**src/rtl/sfm_pkg.sv**
```systemverilog
// sfm_pkg: types and constants of the substring first-match search block
// used by the core and the testbench; no dependencies

package sfm_pkg;

    localparam int CFG_INDEX_W = 2;
    localparam int CFG_DATA_W  = 64;

    localparam logic [CFG_INDEX_W-1:0] CFG_PATTERN_LOW    = 2'd0;
    localparam logic [CFG_INDEX_W-1:0] CFG_PATTERN_HIGH   = 2'd1;
    localparam logic [CFG_INDEX_W-1:0] CFG_PATTERN_LENGTH = 2'd2;
    localparam logic [CFG_INDEX_W-1:0] CFG_SEARCH_START   = 2'd3;

    localparam int PATTERN_LEN_W  = 5;
    localparam int SEARCH_START_W = 16;
    localparam int MATCH_POS_W    = 16;
    localparam int REG_BYTES      = 8;

    typedef struct packed {
        logic [7:0] data_byte;
        logic       last_byte;
    } in_item_t;

    typedef struct packed {
        logic                   found;
        logic [MATCH_POS_W-1:0] match_position;
    } out_item_t;

endpackage

```
**src/rtl/sfm_stream_if.sv**
```systemverilog
// sfm_stream_if: valid/ready stream channel with a typed payload
// payload types come from sfm_pkg

interface sfm_stream_if #(
    parameter type payload_t = logic
);
    logic     valid;
    logic     ready;
    payload_t payload;

    modport source (output valid, output payload, input ready);
    modport sink   (input valid, input payload, output ready);
endinterface

```
**src/rtl/substring_first_match_core.sv**
```systemverilog
// substring_first_match_core: streaming exact search for the first match of a pattern
// depends on sfm_pkg and sfm_stream_if

// Usage
//   data   : sink channel, one view byte per transfer (data_byte, last_byte marks view end)
//   result : source channel, at most one transfer per view: found = 1 with the position
//            of the first pattern byte, or found = 0 and position 0 on the last byte
//   cfg_*  : write port for pattern_low, pattern_high, pattern_length, search_start;
//            write only while no byte is in flight
// Timing
//   a byte taken into the input register is compared there and, when it moves on, loads
//   the result register; throughput is one byte per cycle while no result stalls, set by
//   the single window compare between the input register and the result register
//   after the last byte the window, position and match flag return to their reset state
// Reset
//   rst_n clears all control state and restores the register defaults
// Stalls
//   while a result waits and result.ready is low, the pending byte holds in the input
//   register and data.ready drops; nothing is lost or repeated

module substring_first_match_core #(
    parameter int MAX_PATTERN   = 16,
    parameter int POSITION_BITS = 16
) (
    input  logic                             clk,
    input  logic                             rst_n,
    input  logic                             cfg_write_en,
    input  logic [sfm_pkg::CFG_INDEX_W-1:0]  cfg_index,
    input  logic [sfm_pkg::CFG_DATA_W-1:0]   cfg_write_data,
    sfm_stream_if.sink                       data,
    sfm_stream_if.source                     result
);
    import sfm_pkg::*;

    localparam int LEN_W = $clog2(MAX_PATTERN + 1);
    localparam int IDX_W = (MAX_PATTERN > 1) ? $clog2(MAX_PATTERN) : 1;
    localparam int POS_W = POSITION_BITS + 1;
    localparam int CMP_W = (POS_W > SEARCH_START_W) ? POS_W : SEARCH_START_W;
    localparam logic [POS_W-1:0] POS_SAT =
        {1'b1, {POSITION_BITS{1'b0}}} + POS_W'(MAX_PATTERN);

    // configuration registers
    logic [CFG_DATA_W-1:0]     pattern_low_reg;
    logic [CFG_DATA_W-1:0]     pattern_high_reg;
    logic [PATTERN_LEN_W-1:0]  pattern_length_reg;
    logic [SEARCH_START_W-1:0] search_start_reg;

    // input register
    logic       in_valid_reg;
    logic [7:0] data_byte_reg;
    logic       last_byte_reg;

    // view state
    logic [7:0]       window_reg [MAX_PATTERN];
    logic [7:0]       window_next [MAX_PATTERN];
    logic [POS_W-1:0] position_reg;
    logic [POS_W-1:0] position_next;
    logic [LEN_W-1:0] fill_reg;
    logic [LEN_W-1:0] fill_next;
    logic             reported_reg;
    logic             reported_next;

    // result register
    logic                   out_valid_reg;
    logic                   found_reg;
    logic [MATCH_POS_W-1:0] match_position_reg;

    logic [7:0]       pattern_bytes [MAX_PATTERN];
    logic [LEN_W-1:0] active_len;
    logic [LEN_W-1:0] pidx;
    logic             bytes_equal;
    logic [POS_W-1:0] begin_pos;
    logic [CMP_W-1:0] begin_ext;
    logic [CMP_W-1:0] start_ext;
    logic             hit;
    logic             emit_hit;
    logic             emit_miss;
    logic             fire;

    // configuration writes
    always_ff @(posedge clk or negedge rst_n)
    begin
        if (!rst_n)
        begin
            pattern_low_reg    <= '0;
            pattern_high_reg   <= '0;
            pattern_length_reg <= PATTERN_LEN_W'(1);
            search_start_reg   <= '0;
        end
        else if (cfg_write_en)
        begin
            unique case (cfg_index)
                CFG_PATTERN_LOW:    pattern_low_reg    <= cfg_write_data;
                CFG_PATTERN_HIGH:   pattern_high_reg   <= cfg_write_data;
                CFG_PATTERN_LENGTH: pattern_length_reg <= cfg_write_data[PATTERN_LEN_W-1:0];
                CFG_SEARCH_START:   search_start_reg   <= cfg_write_data[SEARCH_START_W-1:0];
            endcase
        end
    end

    // pattern byte table, zero past the two registers
    for (genvar k = 0; k < MAX_PATTERN; k++)
    begin : g_pat
        if (k < REG_BYTES)
        begin : g_low
            assign pattern_bytes[k] = pattern_low_reg[8*k +: 8];
        end
        else if (k < 2 * REG_BYTES)
        begin : g_high
            assign pattern_bytes[k] = pattern_high_reg[8*(k-REG_BYTES) +: 8];
        end
        else
        begin : g_zero
            assign pattern_bytes[k] = 8'd0;
        end
    end

    // shifted window, newest byte at index 0
    assign window_next[0] = data_byte_reg;
    for (genvar j = 1; j < MAX_PATTERN; j++)
    begin : g_shift
        assign window_next[j] = window_reg[j-1];
    end

    always_comb
    begin
        priority if (pattern_length_reg == '0)
            active_len = LEN_W'(1);
        else if ({1'b0, pattern_length_reg} > (PATTERN_LEN_W+1)'(MAX_PATTERN))
            active_len = LEN_W'(MAX_PATTERN);
        else
            active_len = LEN_W'(pattern_length_reg);
    end

    always_comb
    begin
        bytes_equal = 1'b1;
        pidx        = '0;
        for (int j = 0; j < MAX_PATTERN; j++)
        begin
            pidx = active_len - LEN_W'(1) - LEN_W'(j);
            if (LEN_W'(j) < active_len &&
                window_next[j] != pattern_bytes[pidx[IDX_W-1:0]])
                bytes_equal = 1'b0;
        end
    end

    assign fill_next     = (fill_reg < LEN_W'(MAX_PATTERN)) ? fill_reg + LEN_W'(1) : fill_reg;
    assign position_next = (position_reg < POS_SAT) ? position_reg + POS_W'(1) : position_reg;

    assign begin_pos = position_reg + POS_W'(1) - POS_W'(active_len);
    assign begin_ext = CMP_W'(begin_pos);
    assign start_ext = CMP_W'(search_start_reg);
    assign hit       = bytes_equal && (fill_next >= active_len) &&
                       (begin_ext >= start_ext) && !begin_pos[POSITION_BITS];

    assign emit_hit      = !reported_reg && hit;
    assign emit_miss     = !reported_reg && !hit && last_byte_reg;
    assign reported_next = reported_reg || emit_hit;

    assign fire       = in_valid_reg && (!out_valid_reg || result.ready);
    assign data.ready = !in_valid_reg || fire;

    // input register
    always_ff @(posedge clk or negedge rst_n)
    begin
        if (!rst_n)
            in_valid_reg <= 1'b0;
        else if (data.ready)
            in_valid_reg <= data.valid;
    end

    always_ff @(posedge clk)
    begin
        if (data.ready && data.valid)
        begin
            data_byte_reg <= data.payload.data_byte;
            last_byte_reg <= data.payload.last_byte;
        end
    end

    // view state update
    always_ff @(posedge clk or negedge rst_n)
    begin
        if (!rst_n)
        begin
            position_reg <= '0;
            fill_reg     <= '0;
            reported_reg <= 1'b0;
            for (int j = 0; j < MAX_PATTERN; j++)
                window_reg[j] <= '0;
        end
        else if (fire)
        begin
            if (last_byte_reg)
            begin
                position_reg <= '0;
                fill_reg     <= '0;
                reported_reg <= 1'b0;
                for (int j = 0; j < MAX_PATTERN; j++)
                    window_reg[j] <= '0;
            end
            else
            begin
                position_reg <= position_next;
                fill_reg     <= fill_next;
                reported_reg <= reported_next;
                for (int j = 0; j < MAX_PATTERN; j++)
                    window_reg[j] <= window_next[j];
            end
        end
    end

    // result register
    always_ff @(posedge clk or negedge rst_n)
    begin
        if (!rst_n)
            out_valid_reg <= 1'b0;
        else if (fire)
            out_valid_reg <= emit_hit || emit_miss;
        else if (result.ready)
            out_valid_reg <= 1'b0;
    end

    always_ff @(posedge clk)
    begin
        if (fire && (emit_hit || emit_miss))
        begin
            found_reg          <= emit_hit;
            match_position_reg <= emit_hit ? begin_ext[MATCH_POS_W-1:0] : '0;
        end
    end

    assign result.valid                  = out_valid_reg;
    assign result.payload.found          = found_reg;
    assign result.payload.match_position = match_position_reg;

    a_view_clears: assert property (@(posedge clk) disable iff (!rst_n)
        fire && last_byte_reg |=> position_reg == '0 && fill_reg == '0 && !reported_reg)
        else $error("view state not cleared after last byte");

    a_fill_bounded: assert property (@(posedge clk) disable iff (!rst_n)
        fill_reg <= LEN_W'(MAX_PATTERN) && POS_W'(fill_reg) <= position_reg)
        else $error("window fill out of range");

    a_miss_zero: assert property (@(posedge clk) disable iff (!rst_n)
        out_valid_reg && !found_reg |-> match_position_reg == '0)
        else $error("not-found result carries a position");

    a_single_report: assert property (@(posedge clk) disable iff (!rst_n)
        fire && reported_reg |=> !out_valid_reg || $stable(match_position_reg))
        else $error("second result in one view");

endmodule

```
**src/flat_wrapper.sv**
```systemverilog
// flat-port wrapper written by rule: the top's interface ports become plain ports
module substring_first_match_core_flat import sfm_pkg::*;
#(
    parameter int MAX_PATTERN   = 16,
    parameter int POSITION_BITS = 16
)
  (clk, rst_n, cfg_write_en, cfg_index, cfg_write_data, data_valid, data_payload, data_ready, result_valid, result_payload, result_ready);
  sfm_stream_if #(.payload_t(in_item_t)) data_i ();
  sfm_stream_if #(.payload_t(out_item_t)) result_i ();
  input  logic clk;
  input  logic rst_n;
  input  logic cfg_write_en;
  input  logic [sfm_pkg::CFG_INDEX_W-1:0] cfg_index;
  input  logic [sfm_pkg::CFG_DATA_W-1:0] cfg_write_data;
  input wire logic [$bits(data_i.valid)-1:0] data_valid;
  input wire logic [$bits(data_i.payload)-1:0] data_payload;
  output wire logic [$bits(data_i.ready)-1:0] data_ready;
  output wire logic [$bits(result_i.valid)-1:0] result_valid;
  output wire logic [$bits(result_i.payload)-1:0] result_payload;
  input wire logic [$bits(result_i.ready)-1:0] result_ready;
  assign data_i.valid = data_valid;
  assign data_i.payload = data_payload;
  assign data_ready = data_i.ready;
  assign result_valid = result_i.valid;
  assign result_payload = result_i.payload;
  assign result_i.ready = result_ready;
  substring_first_match_core #(.MAX_PATTERN(MAX_PATTERN), .POSITION_BITS(POSITION_BITS)) u_core (.clk(clk), .rst_n(rst_n), .cfg_write_en(cfg_write_en), .cfg_index(cfg_index), .cfg_write_data(cfg_write_data), .data(data_i), .result(result_i));
endmodule
```
**config.mk**
```make
export PLATFORM = sky130hd
export DESIGN_NAME = substring_first_match_core_flat
export DESIGN_NICKNAME = d
export VERILOG_FILES = /design/src/rtl/sfm_pkg.sv /design/src/rtl/sfm_stream_if.sv /design/src/rtl/substring_first_match_core.sv /design/src/flat_wrapper.sv
export SDC_FILE = /design/constraint.sdc
export NUM_CORES = 1
export LEC_CHECK = 0
export BUFFER_PORTS_ARGS = -buffer_cell sky130_fd_sc_hd__buf_4
export CAP_MARGIN = 15
export CELL_PAD_IN_SITES_DETAIL_PLACEMENT = 1
export CELL_PAD_IN_SITES_GLOBAL_PLACEMENT = 1
export CORE_UTILIZATION = 46
export DETAILED_ROUTE_END_ITERATION = 6
export PLACE_DENSITY_LB_ADDON = 0.1
export RECOVER_POWER = 50
export SETUP_SLACK_MARGIN = 0.15
export SYNTH_ARGS = -nofsm -noshare
export SYNTH_HDL_FRONTEND = slang
export SYNTH_SLANG_ARGS = --single-unit
```
**constraint.sdc**
```tcl
create_clock -name clk -period 7.4 [get_ports clk]
set_clock_uncertainty 0.05 [all_clocks]
set_input_delay 1.85 -clock clk [delete_from_list [all_inputs] [get_ports clk]]
set_output_delay 1.85 -clock clk [all_outputs]
set_load 0.1 [all_outputs]
```
==> results of run 1 <==
==> cells in the mapped netlist (5+ instances only) <==
cell | number | share of area, %
nand2_1 | 374 | 6.4
dfrtp_1 | 293 | 33
mux2_2 | 181 | 9.2
o21ai_0 | 161 | 3.6
mux4_2 | 136 | 14
clkbuf_1 | 129 | 2.2
xnor2_1 | 77 | 3.1
xor2_1 | 74 | 2.9
nor2_1 | 48 | 0.82
a21oi_1 | 47 | 1.1
and3_1 | 46 | 1.3
ha_1 | 39 | 2.2
mux2i_1 | 36 | 1.6
inv_1 | 35 | 0.59
a211oi_1 | 34 | 1.2
a31oi_1 | 32 | 0.91
a22oi_1 | 27 | 0.92
edfxtp_1 | 26 | 3.5
nand3_1 | 22 | 0.50
nor4_1 | 20 | 0.57
nand4_1 | 19 | 0.54
a222oi_1 | 18 | 0.82
nor3_1 | 18 | 0.41
a31o_2 | 17 | 0.67
nor2b_1 | 17 | 0.48
a22o_1 | 12 | 0.48
buf_1 | 12 | 0.20
nand2b_1 | 12 | 0.34
o211ai_1 | 12 | 0.41
buf_2 | 11 | 0.25
nor3b_2 | 10 | 0.57
a221oi_1 | 8 | 0.32
mux4_1 | 8 | 0.95
o21a_1 | 8 | 0.27
o31ai_1 | 8 | 0.27
a32o_1 | 7 | 0.32
a32oi_1 | 6 | 0.24
a21o_1 | 5 | 0.17
and2_1 | 5 | 0.14
==> cell type report <==
cell class / instances / area, sq um
antenna: 1 / 2.50
clock buffer: 47 / 1080
clock inverter: 19 / 303
fill: 5005 / 22100
inverter: 42 / 164
multi-input combinational: 1595 / 13300
sequential: 320 / 8140
tap: 607 / 759
timing repair buffer: 144 / 1100
==> per-stage QoR <==
step	std cells	power (W)	worst slack [ns]	hold slack [ns]	cell area, sq um
finish	2775	0.00990	0.572	0.456	24800
global route	2774	0.0102	0.161	0.478	24800
CTS	2771	0.00976	0.364	0.459	24800
detailed placement	2705	0.00765	0.176	0.446	23400
global placement	2705	0.00754	0.415	0.436	23400
floorplan	2112	0.00584	0.283	0.419	22100
==> kinds of logic after synthesis <==
family	after synthesis
adders and majority gates	40
AOI/OAI and AO/OA	427
xor gates and xnor gates	152
DFF	320
muxes	361
buffers and inverters	198
and+or+nand+nor	614
==> worst max-delay path: cells and delay by family (launching register included) <==
kind                     cells  cell delay [ns]
flip-flops                   1             0.64
buffers and inverters        1             0.33
AND/OR/NAND/NOR             10             2.36
XOR/XNOR                     1             0.41
AO/OA/AOI/OAI                8             1.94
adder cells (fa/ha/maj)      3             0.75
==> timing repair <==
action,4_1_cts,5_1_grt
hold buffers,0,0
pin swaps,0,1
endpoints found under the setup margin,17,33
cloned,0,1
endpoints found under the hold margin,0,0
gates resized for setup,1,3
==> path summary, 6_finish.rpt <==
kind,start,endpoint,slack (ns),depth (start not counted)
min in group asynchronous,rst_n,u_core.position_reg[11],3.13,1
setup / recovery,u_core.pattern_length_reg[2],u_core.match_position_reg[9],0.57,23
hold / removal,u_core.search_start_reg[9],u_core.search_start_reg[9],0.46,1
setup reg to reg,u_core.pattern_length_reg[2],u_core.match_position_reg[9],0.57,23
hold reg to reg,u_core.search_start_reg[9],u_core.search_start_reg[9],0.46,1
max in group asynchronous,rst_n,u_core.pattern_low_reg[48],1.19,1
==> routing by layer <==
layer	vias up	part of all wire, %	wire length [um]	GRT usage (%)
li1	7909	-	-	-
met1	9722	42	36500	49.5
met2	891	44	38500	53.8
met3	181	9.0	7820	7.37
met4	0	4.3	3750	13.8
met5	-	0	0	0
==> power by group <==
group	switching [W]	internal, W	leakage (nW)
clock	0.000790	0.00128	0.680
sequential	0.000298	0.00196	4.02
combinational	0.00321	0.00236	5.38
==> impl_results.md, run 1 <==
- CP max stage cell: or4_4
- Clk_lat worst skew: roughly 0.57 ns
- GRT Util Overall: a little over a third
- Num CTS Buffers: 38
- Fraction of the mapped netlist area in simple logic gates: between 10% and 20%
- Chip height: 221 um
- Cell Area, Synth: about 22000 sq um
- Core ar.: about 47000 sq um
- Area Growth Syn to Fin: 12.3%
- Lkg Pwr: slightly above 10 nW
- DIE WIDTH: between 200 and 250 um
- Htree depth: 2
- Boundary Pins: slightly below 100
- Multiplexer area fraction after synthesis: 25.7%
- Status: finished with violations
- Initial core utilization: between 40 and 50%
- Cell Pwr Density: around 400 nW/um^2
- Max reg flops: 120
- Final ANT Viol Nets: 0
- Failing checks: DRC, capacitance limit, slew limit
- Reg clk slew, reported paths: about 0.060 ns
- Detailed placer's ending HPWL: 65.3 mm
- Ys flop type: dfrtp_1
- Unrepaired setup endpoints after global routing: false
- Setup bufs post-CTS: 0
- Most frequent cells in the layout: 374 x nand2_1, 293 x dfrtp_1, 179 x mux2_2, 161 x o21ai_0, 136 x mux4_2
- Worst-path cell chain: or4_4 > nand2_8 > ha_1 > fa_1 > nor2b_1 > o21ai_0 > nand2_1 > a21oi_1 > nand2_1 > o21ai_0 > o21ai_0 > xnor2_1 > ha_1 > nand4_1 > nor4_1 > a211oi_1 > and3_1 > a2111oi_4 > nand4_1 > a21oi_4 > a31oi_1 > nor3_2 > buf_4
- Via Count: 18703
- Via density: between 6 and 7
- Synth warnings: 0
- EDFF count, synth: 26
- Combinational family with the most area after synthesis: multiplexers
- Critical path endpoint category: flip-flop
- Slew of the pin with the lowest slew margin: about 5.3 ns
- Port Buffer Count: just under 100
- Number of global-route vias before repair: 18446
- DRC Markers: 2
- Distinct cells, synth: 76
- Slew Limit Fails: 261
- Post-synth ARST share: roughly nine tenths
- Initial DRC Count: roughly 2200
- CTS root buffer: clkbuf_16
- Adder-cell share of the synthesized area: under 10%
- Cell mode on critical path: o21ai_0
- Min Clock Period, post-route: 6.83 ns
- Slew HR: -250%
- Startpoint Class: flip-flop
- Cells after Synth: 2112
- Slowest Stage Delay on Critical Path: 0.82 ns
- DR WL/cell: around 31 um
- Final Util: a little over half
- Syn avg cell area: about 10 sq um
- CTS sink cnt: 320
- Critical path type: reg2reg
- Final setup fails: 0
- Worst Path Arrival: 7.02 ns
- Synth Register Bits: 320
- Final Hold Viols: 0
- Site Rows: about 80
- Maximum VDD drop: 0.252 mV
- Die area: 48900 sq um
- Number of detailed-route iterations in the first pass: 7
- Synth Area in XOR/XNOR: 6.06%
- F_max: 146 MHz
- Worst hold path type: reg2reg
- Final Net Count: ~2300
- Layout cells sized above 1: roughly a quarter
- Tcrit/Tclk final: between 90% and 100%
- CTS tree: built
- WL final: just under 90 mm
- Clock Path Buffers: 3
- Total congestion overflow: 0
- Max Cap Viol: 3
- Largest net degree at the start of global routing: approximately 150
- Post-synthesis sequential area ratio: a little under two fifths
- First-pass GRT wire length: roughly 130 mm
- Most common cell after layout, fill and taps aside: nand2_1
- Antenna violations before repair: 3
- Critical Path Fanout Max: 24
- Post-synthesis compound-gate area fraction: around 13%
- Net Count, Synth: 2232
- Fin Setup TNS: 0 ns
- RD Place Congestion: around 1.0
- Critical Path RT: about 7.6 ns
Power figures use the tool's default switching activity.
==> run 2: changes to the inputs <==
- CORE_MARGIN: not set -> 5
- CTS_CLUSTER_SIZE: not set -> 20
==> impl_results.md, run 2 (synthesis results as in run 1) <==
- Worst-path cell chain: buf_4 > or4_4 > nand2_8 > inv_6 > ha_2 > clkinv_1 > ha_1 > xnor2_2 > mux4_2 > xor2_1 > nand2_1 > nor4_1 > o211ai_1 > a21oi_2 > a31oi_1 > nor3_2 > buf_4
- Boundary Pins: 99 (unchanged)
- Failing checks: DRC, capacitance limit, slew limit
- Critical Path RT: 7.59 ns (about the same)
- Fill count: 5149 (+2.9%)
- Site Rows: 80 (+1.3%)
- Unrepaired setup endpoints after global routing: false
- Total congestion overflow: 0 (unchanged)
- # hold bufs at CTS: 0 (unchanged)
- Worst Path Arrival: 6.67 ns (-0.35 ns)
- Number of detailed-route iterations in the first pass: 7 (unchanged)
- Area Growth Syn to Fin: 11.6%
- Final ANT Viol Nets: 0 (unchanged)
- Via density: 6.68 (-0.94%)
- Cell mode on critical path: buf_4
- DRC Markers: 3 (+1)
- DIE WIDTH: 229 um (+3.6%)
- WHS Endpoint: u_core.search_start_reg[6]
- Core ar.: 47600 sq um (+1.5%)
- Final Util: 51.8% (-1.1 points)
- Critical path type: reg2reg
- Antenna violations before repair: 2 (-1)
- Detailed placer's ending HPWL: 66.2 mm (+1.3%)
- Slew of the pin with the lowest slew margin: 4.80 ns (-0.455 ns)
- Final setup fails: 0 (unchanged)
- Slowest Stage Delay on Critical Path: 0.89 ns (+0.07 ns)
- First-pass GRT wire length: 129 mm (+0.60%)
- Critical Path Fanout Max: 31 (+29%)
- Chip height: 229 um (+3.6%)
- Hold Path Depth: 1 (unchanged)
- Net Sw Frac: 43.8% (+0.43 points)
- Min Clock Period, post-route: 6.48 ns (-0.351 ns)
- Lkg Pwr: 10.0 nW (-0.77%)
- Worst hold path type: reg2reg
- Initial DRC Count: 2254 (+2.7%)
- Maximum VDD drop: 0.268 mV (+6.4%)
- Largest net degree at the start of global routing: 148 (+0.68%)
- Number of global-route vias before repair: 18600 (+0.83%)
- Most frequent cells in the layout: 374 x nand2_1, 293 x dfrtp_1, 181 x mux2_2, 161 x o21ai_0, 136 x mux4_2
- Htree depth: 2 (unchanged)
- Reg clk slew, reported paths: 0.06 ns (about the same)
- Clk_lat worst skew: 0.56 ns (about the same)
- Critical path endpoint category: flip-flop
- WL final: 86.8 mm (+0.34%)
- Num CTS Buffers: 37 (-2.6%)
- Max Cap Viol: 2 (-1)
- Power Total: 0.00963 W (-2.8%)
- Max reg flops: 120 (unchanged)
- Port Buffer Count: 98 (unchanged)
- Design area: 24700 sq um (-0.61%)
- Hold path start: u_core.search_start_reg[6]
- Internal: 0.00541 W (-3.5%)
- CTS sink cnt: 320 (unchanged)
- F_max: 154 MHz (+5.4%)
- Layout cells sized above 1: 26.5% (-0.083 points)
- CTS root buffer: clkbuf_16
- Status: finished with violations
- Slew Limit Fails: 194 (-26%)
- Most common cell after layout, fill and taps aside: nand2_1
- Post-cts sizing count: 0 (-1)
- Initial core utilization: 46.4% (-0.69 points)
- RD Place Congestion: 1.03 (-1.8%)
- Final Hold Viols: 0 (unchanged)
- Startpoint Class: flip-flop
- DP Area: 23500 sq um (+0.24%)
- Slew HR: -220% (+30 points)
- Launching point of the worst reg2reg path: u_core.pattern_length_reg[4]
- Combinational fraction of design power: 57.3% (+1.0 points)
- Setup bufs post-CTS: 0 (unchanged)
- Share of total power in the clock network: 19.4% (-1.5 points)
- CP max stage cell: xnor2_2
- Cell Pwr Density: 390 nW/um^2 (-2.2%)
- Flop pwr share: 23.3% (+0.5 points)
- GRT Util Overall: 32.5% (-2.9 points)
- Fin Setup TNS: 0 ns (unchanged)
- DR WL/cell: 31.2 um (about the same)
- Clock Path Buffers: 3 (unchanged)
- Final Net Count: 2262 (+0.044%)
- Via Count: 18594 (-0.58%)
- Tcrit/Tclk final: 87.5% (-4.7 points)
- Net Sw Power: 0.00422 W (-1.8%)
- Ant. Diodes: 0 (-1)
- CTS tree: built
- Die area: 52500 sq um (+7.4%)
- Worst reg-to-reg path cell count: 17 (-26%)
- Reg2Reg Setup Slack: 0.92 ns (+0.35 ns)
- R2R Path End: u_core.match_position_reg[3]
## run 2: how the worst max path moves through the flow
stage,start,to,slack (ns),depth (start not counted)
6_report,u_core.pattern_length_reg[4],u_core.match_position_reg[3],0.92,17
4_1_cts,u_core.pattern_length_reg[4],u_core.match_position_reg[3],1.07,24
3_3_place_gp,u_core.pattern_length_reg[4],u_core.found_reg,1.17,17
5_1_grt,rst_n,u_core.pattern_low_reg[53],0.59,2
3_5_place_dp,u_core.pattern_length_reg[4],u_core.match_position_reg[3],1.09,20
2_1_floorplan,u_core.pattern_length_reg[4],u_core.found_reg,0.28,23
## run 2: worst max-delay path: cells and delay by family (launching register included)
| kind | cells | cell delay (ns) |
|---|---|---|
| and+or+nand+nor | 5 | 1.86 |
| xor gates and xnor gates | 2 | 1.05 |
| AOI/OAI and AO/OA | 3 | 0.86 |
| buffers and inverters | 4 | 0.67 |
| adders and majority gates | 2 | 0.64 |
| muxes | 1 | 0.64 |
| DFF | 1 | 0.36 |
## run 2: power groups by stage
stage	registers (W)	logic [W]	clock network (W)
floorplan	0.00217	0.00367	0
global placement	0.00225	0.00528	0
detailed placement	0.00227	0.00538	0
CTS	0.00224	0.00540	0.00191
global route	0.00226	0.00576	0.00199
finish	0.00225	0.00552	0.00187
## run 2: metal layers
metal	routed length [um]	global-route usage, %	part of all wire (%)	vias to the layer above
li1	-	-	-	7911
met1	37000	45.9	43	9697
met2	39200	50.4	45	805
met3	6730	5.92	7.8	181
met4	3860	12.2	4.4	0
met5	0	0	0	-
## run 2: metrics by stage
stage	hold slack, ns	instances	setup slack [ns]
5_1_grt	0.470	2785	0.587
3_3_place_gp	0.437	2717	1.17
2_1_floorplan	0.419	2112	0.283
3_5_place_dp	0.445	2717	1.09
6_report	0.456	2785	0.923
4_1_cts	0.458	2784	1.07
## run 2: area by class of cell
cell class              instances  area, sq um  share of cell area, %
inverters                      42          164                  0.665
flip-flops and latches        320         8140                   33.0
well taps                     615          769                   3.12
multi-input cells            1594        13200                   53.6
repair buffers                147         1140                   4.61
clock buffers                  53         1080                   4.36
clock inverters                14          148                  0.599
